## config.mk

```make
export PLATFORM = sky130hd
export DESIGN_NAME = dsw_ctrl
export DESIGN_NICKNAME = d
export VERILOG_FILES = /design/src/sv/dsw_pkg.sv /design/src/sv/dsw_ctrl.sv
export SDC_FILE = /design/constraint.sdc
export NUM_CORES = 1
export LEC_CHECK = 0
export BUFFER_PORTS_ARGS = -buffer_cell sky130_fd_sc_hd__buf_2
export CORE_MARGIN = 8
export CORE_UTILIZATION = 49
export CTS_CLUSTER_DIAMETER = 200
export DETAILED_ROUTE_END_ITERATION = 12
export PLACE_DENSITY = 0.67
export SLEW_MARGIN = 20
export SYNTH_ARGS = -nofsm -noshare
export SYNTH_HDL_FRONTEND = slang
export SYNTH_SLANG_ARGS = --single-unit
```

## constraint.sdc

```tcl
create_clock -name i_clk -period 7.6 [get_ports i_clk]
set_clock_uncertainty 0.1 [all_clocks]
set_input_delay 0.38 -clock i_clk [delete_from_list [all_inputs] [get_ports i_clk]]
set_output_delay 0.38 -clock i_clk [all_outputs]
set_load 0.05 [all_outputs]
```

## src/sv/dsw_pkg.sv

```systemverilog
// dice sum way counter: shared types and constants
// no dependencies; imported by dsw_ctrl and dice_sum_way_counter
package dsw_pkg;

    localparam int QUERY_W     = 8;
    localparam int COUNT_W     = 32;
    localparam int DICE_W      = 4;
    localparam int SIDES_W     = 5;
    localparam int CFG_DATA_W  = 5;
    localparam int CFG_INDEX_W = 1;

    localparam logic [CFG_INDEX_W-1:0] CFG_DICE  = 1'd0;
    localparam logic [CFG_INDEX_W-1:0] CFG_SIDES = 1'd1;

    typedef struct packed {
        logic wr_en;
        logic wr_sel;
        logic last;
        logic use_a;
        logic use_b;
        logic seed;
        logic data_sel;
        logic resp_mem;
        logic resp_zero;
        logic low;
    } t_seq_ctl;

endpackage

```

## src/sv/dsw_ctrl.sv

```systemverilog
// dice sum way counter sequencer: config registers, table build and query control
// depends on dsw_pkg
module dsw_ctrl #(
    parameter int MAX_DICE  = 8,
    parameter int MAX_SIDES = 16
) (
    input  logic                                         i_clk,
    input  logic                                         i_rst_n,
    input  logic                                         start,
    input  logic [dsw_pkg::QUERY_W-1:0]                  i_query_sum,
    input  logic                                         i_cfg_wr_en,
    input  logic [dsw_pkg::CFG_INDEX_W-1:0]              i_cfg_index,
    input  logic [dsw_pkg::CFG_DATA_W-1:0]               i_cfg_data,
    output logic                                         o_busy,
    output logic [$clog2(MAX_DICE*MAX_SIDES+1)-1:0]      o_addr_a,
    output logic [$clog2(MAX_DICE*MAX_SIDES+1)-1:0]      o_addr_b,
    output logic [$clog2(MAX_DICE*MAX_SIDES+1)-1:0]      o_wr_addr,
    output dsw_pkg::t_seq_ctl                            o_ctl
);
    import dsw_pkg::*;

    localparam int ROW_LEN = MAX_DICE * MAX_SIDES + 1;
    localparam int AW      = $clog2(ROW_LEN);
    localparam int IW      = AW + 1;
    localparam int CW      = (IW > QUERY_W) ? IW : QUERY_W;

    localparam logic [2:0] S_IDLE  = 3'd0;
    localparam logic [2:0] S_ROW   = 3'd1;
    localparam logic [2:0] S_GAP   = 3'd2;
    localparam logic [2:0] S_FETCH = 3'd3;
    localparam logic [2:0] S_QUERY = 3'd4;

    logic [2:0]         r_state, n_state;
    logic [DICE_W-1:0]  r_dice;
    logic [SIDES_W-1:0] r_sides;
    logic               r_ready, n_ready;
    logic [AW-1:0]      r_query, n_query;
    logic               r_low, n_low;
    logic [IW-1:0]      r_row, n_row;
    logic [IW-1:0]      r_j, n_j;
    logic [IW-1:0]      r_prev_top, n_prev_top;
    logic [IW-1:0]      r_row_top, n_row_top;
    logic [IW-1:0]      r_base, n_base;

    logic               r_ws_en, n_ws_en;
    logic [AW-1:0]      r_ws_addr, n_ws_addr;
    logic               r_ws_sel, n_ws_sel;
    logic               r_ws_last, n_ws_last;
    logic               r_use_a, n_use_a;
    logic               r_use_b, n_use_b;
    logic               r_seed, n_seed;
    logic               r_data_sel, n_data_sel;

    logic [CW-1:0]      w_dice_c, w_sides_c, w_d, w_s, w_top, w_q;
    logic [IW-1:0]      w_d_i, w_s_i;
    logic               w_bad, w_accept;
    logic [IW-1:0]      w_jm1, w_mirror, w_row_lo;
    logic [AW-1:0]      w_qaddr;

    // saturated config and range test
    assign w_dice_c  = CW'(r_dice);
    assign w_sides_c = CW'(r_sides);
    assign w_d       = (w_dice_c > CW'(MAX_DICE)) ? CW'(MAX_DICE) : w_dice_c;
    assign w_s       = (w_sides_c > CW'(MAX_SIDES)) ? CW'(MAX_SIDES) : w_sides_c;
    assign w_top     = CW'(w_d * w_s);
    assign w_q       = CW'(i_query_sum);
    assign w_d_i     = w_d[IW-1:0];
    assign w_s_i     = w_s[IW-1:0];
    assign w_bad     = (w_d == '0) || (w_s == '0) || (w_q > w_top);
    assign w_accept  = start && (r_state == S_IDLE);

    // read addresses for the row being built and for the query
    assign w_jm1    = r_j - IW'(1);
    assign w_mirror = r_base - r_j;
    assign w_row_lo = r_row - IW'(1);
    assign w_qaddr  = (r_state == S_IDLE) ? w_q[AW-1:0] : r_query;

    assign o_addr_a  = (r_state == S_ROW) ? w_jm1[AW-1:0] : w_qaddr;
    assign o_addr_b  = w_mirror[AW-1:0];
    assign o_wr_addr = r_ws_addr;
    assign o_busy    = (r_state != S_IDLE);

    always_comb begin
        o_ctl.wr_en     = r_ws_en;
        o_ctl.wr_sel    = r_ws_sel;
        o_ctl.last      = r_ws_last;
        o_ctl.use_a     = r_use_a;
        o_ctl.use_b     = r_use_b;
        o_ctl.seed      = r_seed;
        o_ctl.data_sel  = (r_state == S_QUERY) ? w_d[0] : r_data_sel;
        o_ctl.resp_mem  = (r_state == S_QUERY);
        o_ctl.resp_zero = w_accept && w_bad;
        o_ctl.low       = r_low;
    end

    always_comb begin
        n_state    = r_state;
        n_ready    = r_ready;
        n_query    = r_query;
        n_low      = r_low;
        n_row      = r_row;
        n_j        = r_j;
        n_prev_top = r_prev_top;
        n_row_top  = r_row_top;
        n_base     = r_base;
        n_ws_en    = 1'b0;
        n_ws_addr  = r_ws_addr;
        n_ws_sel   = r_ws_sel;
        n_ws_last  = 1'b0;
        n_use_a    = r_use_a;
        n_use_b    = r_use_b;
        n_seed     = r_seed;
        n_data_sel = r_data_sel;
        unique case (r_state)
            S_IDLE: begin
                if (w_accept && !w_bad) begin
                    n_query = w_q[AW-1:0];
                    n_low   = (w_q < w_d);
                    if (r_ready) begin
                        n_state = S_QUERY;
                    end else begin
                        n_row      = IW'(1);
                        n_j        = IW'(1);
                        n_prev_top = '0;
                        n_row_top  = w_s_i;
                        n_base     = w_s_i + IW'(1);
                        n_state    = S_ROW;
                    end
                end
            end
            S_ROW: begin
                n_ws_en    = 1'b1;
                n_ws_addr  = r_j[AW-1:0];
                n_ws_sel   = r_row[0];
                n_ws_last  = (r_j == r_row_top);
                n_use_a    = (w_jm1 >= w_row_lo) && (w_jm1 <= r_prev_top);
                n_use_b    = (w_mirror >= w_row_lo) && (w_mirror <= r_prev_top);
                n_seed     = (r_row == IW'(1));
                n_data_sel = ~r_row[0];
                n_j        = r_j + IW'(1);
                if (r_j == r_row_top) begin
                    n_state = S_GAP;
                end
            end
            S_GAP: begin
                if (r_row == w_d_i) begin
                    n_ready = 1'b1;
                    n_state = S_FETCH;
                end else begin
                    n_row      = r_row + IW'(1);
                    n_j        = r_row + IW'(1);
                    n_prev_top = r_row_top;
                    n_row_top  = r_row_top + w_s_i;
                    n_base     = r_base + w_s_i + IW'(1);
                    n_state    = S_ROW;
                end
            end
            S_FETCH: begin
                n_state = S_QUERY;
            end
            S_QUERY: begin
                n_state = S_IDLE;
            end
            default: begin
                n_state = S_IDLE;
            end
        endcase
        if (i_cfg_wr_en) begin
            n_ready = 1'b0;
        end
    end

    always_ff @(posedge i_clk) begin
        if (!i_rst_n) begin
            r_state   <= S_IDLE;
            r_ready   <= 1'b0;
            r_dice    <= DICE_W'(1);
            r_sides   <= SIDES_W'(6);
            r_ws_en   <= 1'b0;
            r_ws_last <= 1'b0;
        end else begin
            r_state   <= n_state;
            r_ready   <= n_ready;
            r_ws_en   <= n_ws_en;
            r_ws_last <= n_ws_last;
            if (i_cfg_wr_en) begin
                unique case (i_cfg_index)
                    CFG_DICE:  r_dice  <= i_cfg_data[DICE_W-1:0];
                    CFG_SIDES: r_sides <= i_cfg_data;
                    default: ;
                endcase
            end
        end
    end

    always_ff @(posedge i_clk) begin
        r_query    <= n_query;
        r_low      <= n_low;
        r_row      <= n_row;
        r_j        <= n_j;
        r_prev_top <= n_prev_top;
        r_row_top  <= n_row_top;
        r_base     <= n_base;
        r_ws_addr  <= n_ws_addr;
        r_ws_sel   <= n_ws_sel;
        r_use_a    <= n_use_a;
        r_use_b    <= n_use_b;
        r_seed     <= n_seed;
        r_data_sel <= n_data_sel;
    end

endmodule

```

# Word level (Yosys, flattened, before mapping)
# Cells that the tools add are included.
# classes
n_eq_ne	11
muxes	28
bitwise_logic	3
n_mul	1
n_addsub	9
reduce_logical	23
order_cmp	8
# op_table
cell	count
2-to-1 mux 9 bit	12
case mux 9 bit (2 select lines)	4
adder 9 x 1 -> 9 bit (second input constant)	3
case mux 9 bit (3 select lines)	1
adder 9 x 5 -> 9 bit	2
greater-or-equal comparator 9 bit	2
<= comparator 9 bit	2
logical NOT 9 bit	2
subtractor 9 x 1 -> 9 bit (second input constant)	2
2-to-1 mux 8 bit	2
case mux 3 bit (4 select lines)	1
AND reduction 2 bit	6
== test 9 x 1 -> 1 bit (second input constant)	1
== test 9 x 4 -> 1 bit	1
== test 9 bit	1
greater-than comparator 8 x 9 -> 1 bit	1
multiplier 4 x 5 -> 9 bit	1
2-to-1 mux 3 bit	3
subtractor 9 bit	1
less-than comparator 8 x 4 -> 1 bit	1
AND reduction 4 bit	2
adder 5 x 1 -> 6 bit (second input constant)	1
== test 3 x 2 -> 1 bit (second input constant)	2
nonzero test 3 bit	2
17 further kinds	27
# totals
word_cells	102
input_bits	18
ff_bits	82

# Depth between registers and ports, before layout
# logic_depth
word_depth	9
ltp_mapped	20

# Least setup slack after synthesis
# OpenSTA, ideal clock, no wires.
# synth_path
path_kind	register -> register
startpoint	register r_sides[4]
endpoint	register r_base[0] (enable)
setup_ns	0.402
period_less_slack_ns	5.378
stages_incl_launch_ff	19
path_slack_ns	2.222
arrival_time_ns	4.876
t_required_ns	7.098
path_buffers	0
cell_sequence	dfxtp_1 > nor2b_1 > nand2_1 > fa_1 > inv_1 > fa_1 > inv_1 > fa_1 > nor2b_4 > o21ai_0 > nand2b_1 > xnor2_1 > ha_1 > a22oi_1 > o211ai_1 > a31oi_1 > a211o_1 > nand4_4 > o22ai_2
# synth_between
elab_chain_len	9
# synth_rtl
item	line	rtl
start: declaration	dsw_ctrl.sv:35	logic [SIDES_W-1:0] r_sides;
start signal: assignment	dsw_ctrl.sv:189	CFG_SIDES: r_sides <= i_cfg_data;
greater-than comparator 5 bit	dsw_ctrl.sv:64	assign w_s = (w_sides_c > CW'(MAX_SIDES)) ? CW'(MAX_SIDES) : w_sides_c;
2-to-1 mux 5 bit (*)	dsw_ctrl.sv:64	
multiplier 4 x 5 -> 9 bit / logical NOT 9 bit (equally long branches)	dsw_ctrl.sv:65, dsw_ctrl.sv:69	
greater-than comparator 8 x 9 -> 1 bit / logical OR 1 bit (equally long branches)	dsw_ctrl.sv:69	assign w_bad = (w_d == '0) || (w_s == '0) || (w_q > w_top);
logical OR 1 bit (*)	dsw_ctrl.sv:69	
logical NOT 1 bit (*)	dsw_ctrl.sv:116	if (w_accept && !w_bad) begin
logical AND 1 bit (*)	dsw_ctrl.sv:116	
!= test 2 x 1 -> 1 bit (no line) (*)	-	
AND reduction 4 bit (no line) (*)	-	
end signal: assignment	dsw_ctrl.sv:203	r_base <= n_base;
end: declaration	dsw_ctrl.sv:43	logic [IW-1:0] r_base, n_base;
# Every way passes the cells marked *; elsewhere a longest branch is shown, timed or not.
# A chain may end at the register's enable or synchronous reset.

# Worst setup path in the final report
# layout_path
startpoint	register r_sides[4]
endpoint	register r_j[0] (enable)
# layout_between
elab_chain_len	9
# layout_rtl
item	line	rtl
greater-than comparator 5 bit	dsw_ctrl.sv:64	
2-to-1 mux 5 bit (*)	dsw_ctrl.sv:64	
multiplier 4 x 5 -> 9 bit / logical NOT 9 bit (equally long branches)	dsw_ctrl.sv:65, dsw_ctrl.sv:69	
greater-than comparator 8 x 9 -> 1 bit / logical OR 1 bit (equally long branches)	dsw_ctrl.sv:69	
logical OR 1 bit (*)	dsw_ctrl.sv:69	
logical NOT 1 bit (*)	dsw_ctrl.sv:116	
logical AND 1 bit (*)	dsw_ctrl.sv:116	
!= test 2 x 1 -> 1 bit (no line) (*)	-	
AND reduction 4 bit (no line) (*)	-	
end signal: assignment	dsw_ctrl.sv:200	r_j <= n_j;
end: declaration	dsw_ctrl.sv:40	logic [IW-1:0] r_j, n_j;
# Marks and branches as above.

==> results.md <==
- FF-to-FF setup slack: 2.04 ns
- Core area: 12700 um^2
- Number of synthesized flops with an enable pin: 67
- # clock sinks: 82
- Pre-CTS setup slack: 2.08 ns
- Mean Syn Cell Area: 9.77 um^2
- Syn Nets: 765
- Slew at the pin with the worst max-slew slack: 1.04 ns
- Synthesized area: 6380 um^2
- CTS Root Cell: clkbuf_16
- Num rows: 41
- Final net count: 805
- Power per cell area: 210 nW/um^2
- WP data required: 7.46 ns
- Yosys cell types: 56
- Vias per cell: 5.71
- WHS: 0.132 ns
- Run status: completed
- Routed WL per cell: 18.5 um
- Setup ws final: 2.04 ns
- Seq pwr share: 0.379
- Pin count of the biggest net entering global routing: 31
- IO buf count: 52
- Most frequent cells in the layout: ha_1 (85), edfxtp_1 (67), nor2_1 (52), buf_2 (52), inv_1 (51)
- Crit path kind: flip-flop to flip-flop
- Slew headroom: 0.304
- Clk pwr share: 0.277
- Crit start category: flip-flop
- VDD IR-drop max: 0.000115 V
- Psw: 0.557 mW
- Synthesis-to-layout area growth: 10.5%
- IO Count: 53
- CTS tree: built
- Mapped Cells: 653
- FF+latch count, synth: 82
- Share of post-route cells with drive strength above 1: 0.126
- Combinational fraction of design power: 0.345
- Sequential share of the synthesized area: 0.362
- Final setup vio count: 0
- DPL Wire Length: 12600 um
- TritonCTS Buffers: 9
- Final cycle utilization of the critical path: 0.731
- Vias in the first global route: 5000
- Initial core utilization: 0.504
- CTS clk-pin slew, worst paths: 0.07 ns
- Switching share of power: 0.376
- N_diodes: 0
- Final instance area: 7050 um^2
- Placed Instances: 854
- Leak Pwr: 3.09 nW
- First-pass GRT wire length: 26200 um
- Main flop type after synthesis: edfxtp_1
- Post-CTS sizing: 0
- Gr usage total: 0.199
- Final core occ: 0.557
- GP Congestion: 0.960
- Async set-reset flop share out of synthesis: 0
- Fin crit period: 5.56 ns
- Setup crit end kind: flip-flop
- Placed cell area: 6770 um^2
- Most common cell after layout, fill and taps aside: ha_1
- WP data arrival: 5.42 ns
- Max Root-Sink Buffers: 2
- Post-CTS Repair Setup Buffers: 0
- Non-Filler Instances: 870
- Largest fanout on the critical path: 9
- Die Ht: 130 um
- Hold WC Path Type: input pin to flip-flop
- Yosys warning count: 0
- Total power draw: 1.48 mW
- Int Pwr: 0.924 mW
- H-tree depth: 3
- Post-route DRC violation count: 0
- Die area: 16900 um^2
- GRT overflow: 0
- Routed WL: 16100 um
- Skew-Pair Late Insertion Delay: 0.34 ns
- Via Count: 4967
- Max-cap violations: 0
- Hold Vio Cnt, Final: 0
- Antenna violations before repair: 0
- Max-slew violation count: 0
- 1st-pass router iterations: 5
- Die X: 130 um
- CTS Hold Bufs: 0
- RSZ-0062 raised after global routing: false
- Fmax: 180 MHz
- Setup TNS: 0 ns
- ANT nets after route: 0
- Iter 0 DRT Violations: 349
-- synthesized netlist by cell type (all sizes together), types with 2 or more instances --
cell type,number,area share
a211o,3,0.0041
a211oi,6,0.0071
a21boi,6,0.0071
a21o,13,0.015
a21oi,20,0.016
a22oi,2,0.0024
a31oi,5,0.0049
and3,17,0.017
buf,12,0.014
clkbuf,15,0.0088
dfxtp,15,0.047
edfxtp,67,0.32
fa,9,0.028
ha,85,0.17
inv,51,0.030
mux2i,10,0.016
nand2,46,0.027
nand2b,7,0.0069
nand3,20,0.016
nand4,9,0.012
nor2,54,0.033
nor2b,17,0.018
nor3,20,0.016
nor4,5,0.0049
o2111ai,4,0.0055
o21a,8,0.0094
o21ai,32,0.026
o21bai,3,0.0035
o22ai,9,0.0098
o31ai,2,0.0024
or2,2,0.0020
or3,2,0.0020
or4,2,0.0029
xnor2,35,0.048
xor2,30,0.041
-- final cells by class --
cell class	instances	area, um^2
Fill cell	1152	5620
Multi-Input combinational cell	493	3740
Sequential cell	82	2310
Timing Repair Buffer	56	310
Clock buffer	9	225
Tap cell	172	215
Inverter	51	191
Clock inverter	7	53.8
-- kinds of logic after synthesis --
family,synth area share
XOR/XNOR,0.0892
buffers and inverters,0.0531
flip-flops,0.362
adder cells (fa/ha/maj),0.195
AO/OA/AOI/OAI,0.124
multiplexers,0.0174
AND/OR/NAND/NOR,0.159
-- worst max-delay path, stage by stage (launching register included) --
cell,delay (ns)
dfxtp_1,0.41
nor2b_1,0.48
nand2_1,0.14
fa_1,0.52
inv_1,0.06
fa_1,0.56
inv_1,0.06
fa_1,0.49
nor2b_4,0.14
o21ai_0,0.07
nand2b_1,0.10
xnor2_1,0.13
ha_1,0.28
a22oi_1,0.20
o211ai_1,0.12
a31oi_1,0.16
a211o_1,0.19
nand4_4,0.17
o21bai_1,0.79
-- final timing paths --
path,from,endpoint,cells after the start
max,r_sides[4]$_SDFFE_PN0P_,r_j[0]$_DFFE_PP_,18
max reg2reg,r_sides[4]$_SDFFE_PN0P_,r_j[0]$_DFFE_PP_,18
min reg2reg,r_sides[1]$_SDFFE_PN1P_,r_sides[1]$_SDFFE_PN1P_,2
min,i_query_sum[0],r_query[0]$_DFFE_PP_,1
-- state kept, by name (all words and copies together) (netlist names), 4 cells and up --
name,count
r_sides,5
r_prev_top,9
r_base,9
r_row,9
r_row_top,9
r_j,9
r_dice,4
r_query,8
o_wr_addr,8
-- power by group through the flow --
stage	Sequential (mW)	Combinational, mW	Clock (mW)
2_1_floorplan	0.560	0.385	0
3_3_place_gp	0.569	0.491	0
3_5_place_dp	0.570	0.506	0
4_1_cts	0.560	0.510	0.416
5_1_grt	0.564	0.557	0.435
6_report	0.561	0.511	0.410
-- routing by layer --
metal / wire, um / track usage / vias to the layer above
met1: 7320 / 0.264 / 2390
met3: 857 / 0.0298 / 28
met4: 419 / 0.0724 / 0
li1: - / - / 2404
met5: 0 / 0 / -
met2: 7510 / 0.324 / 145
Power figures use the tool's default switching activity.
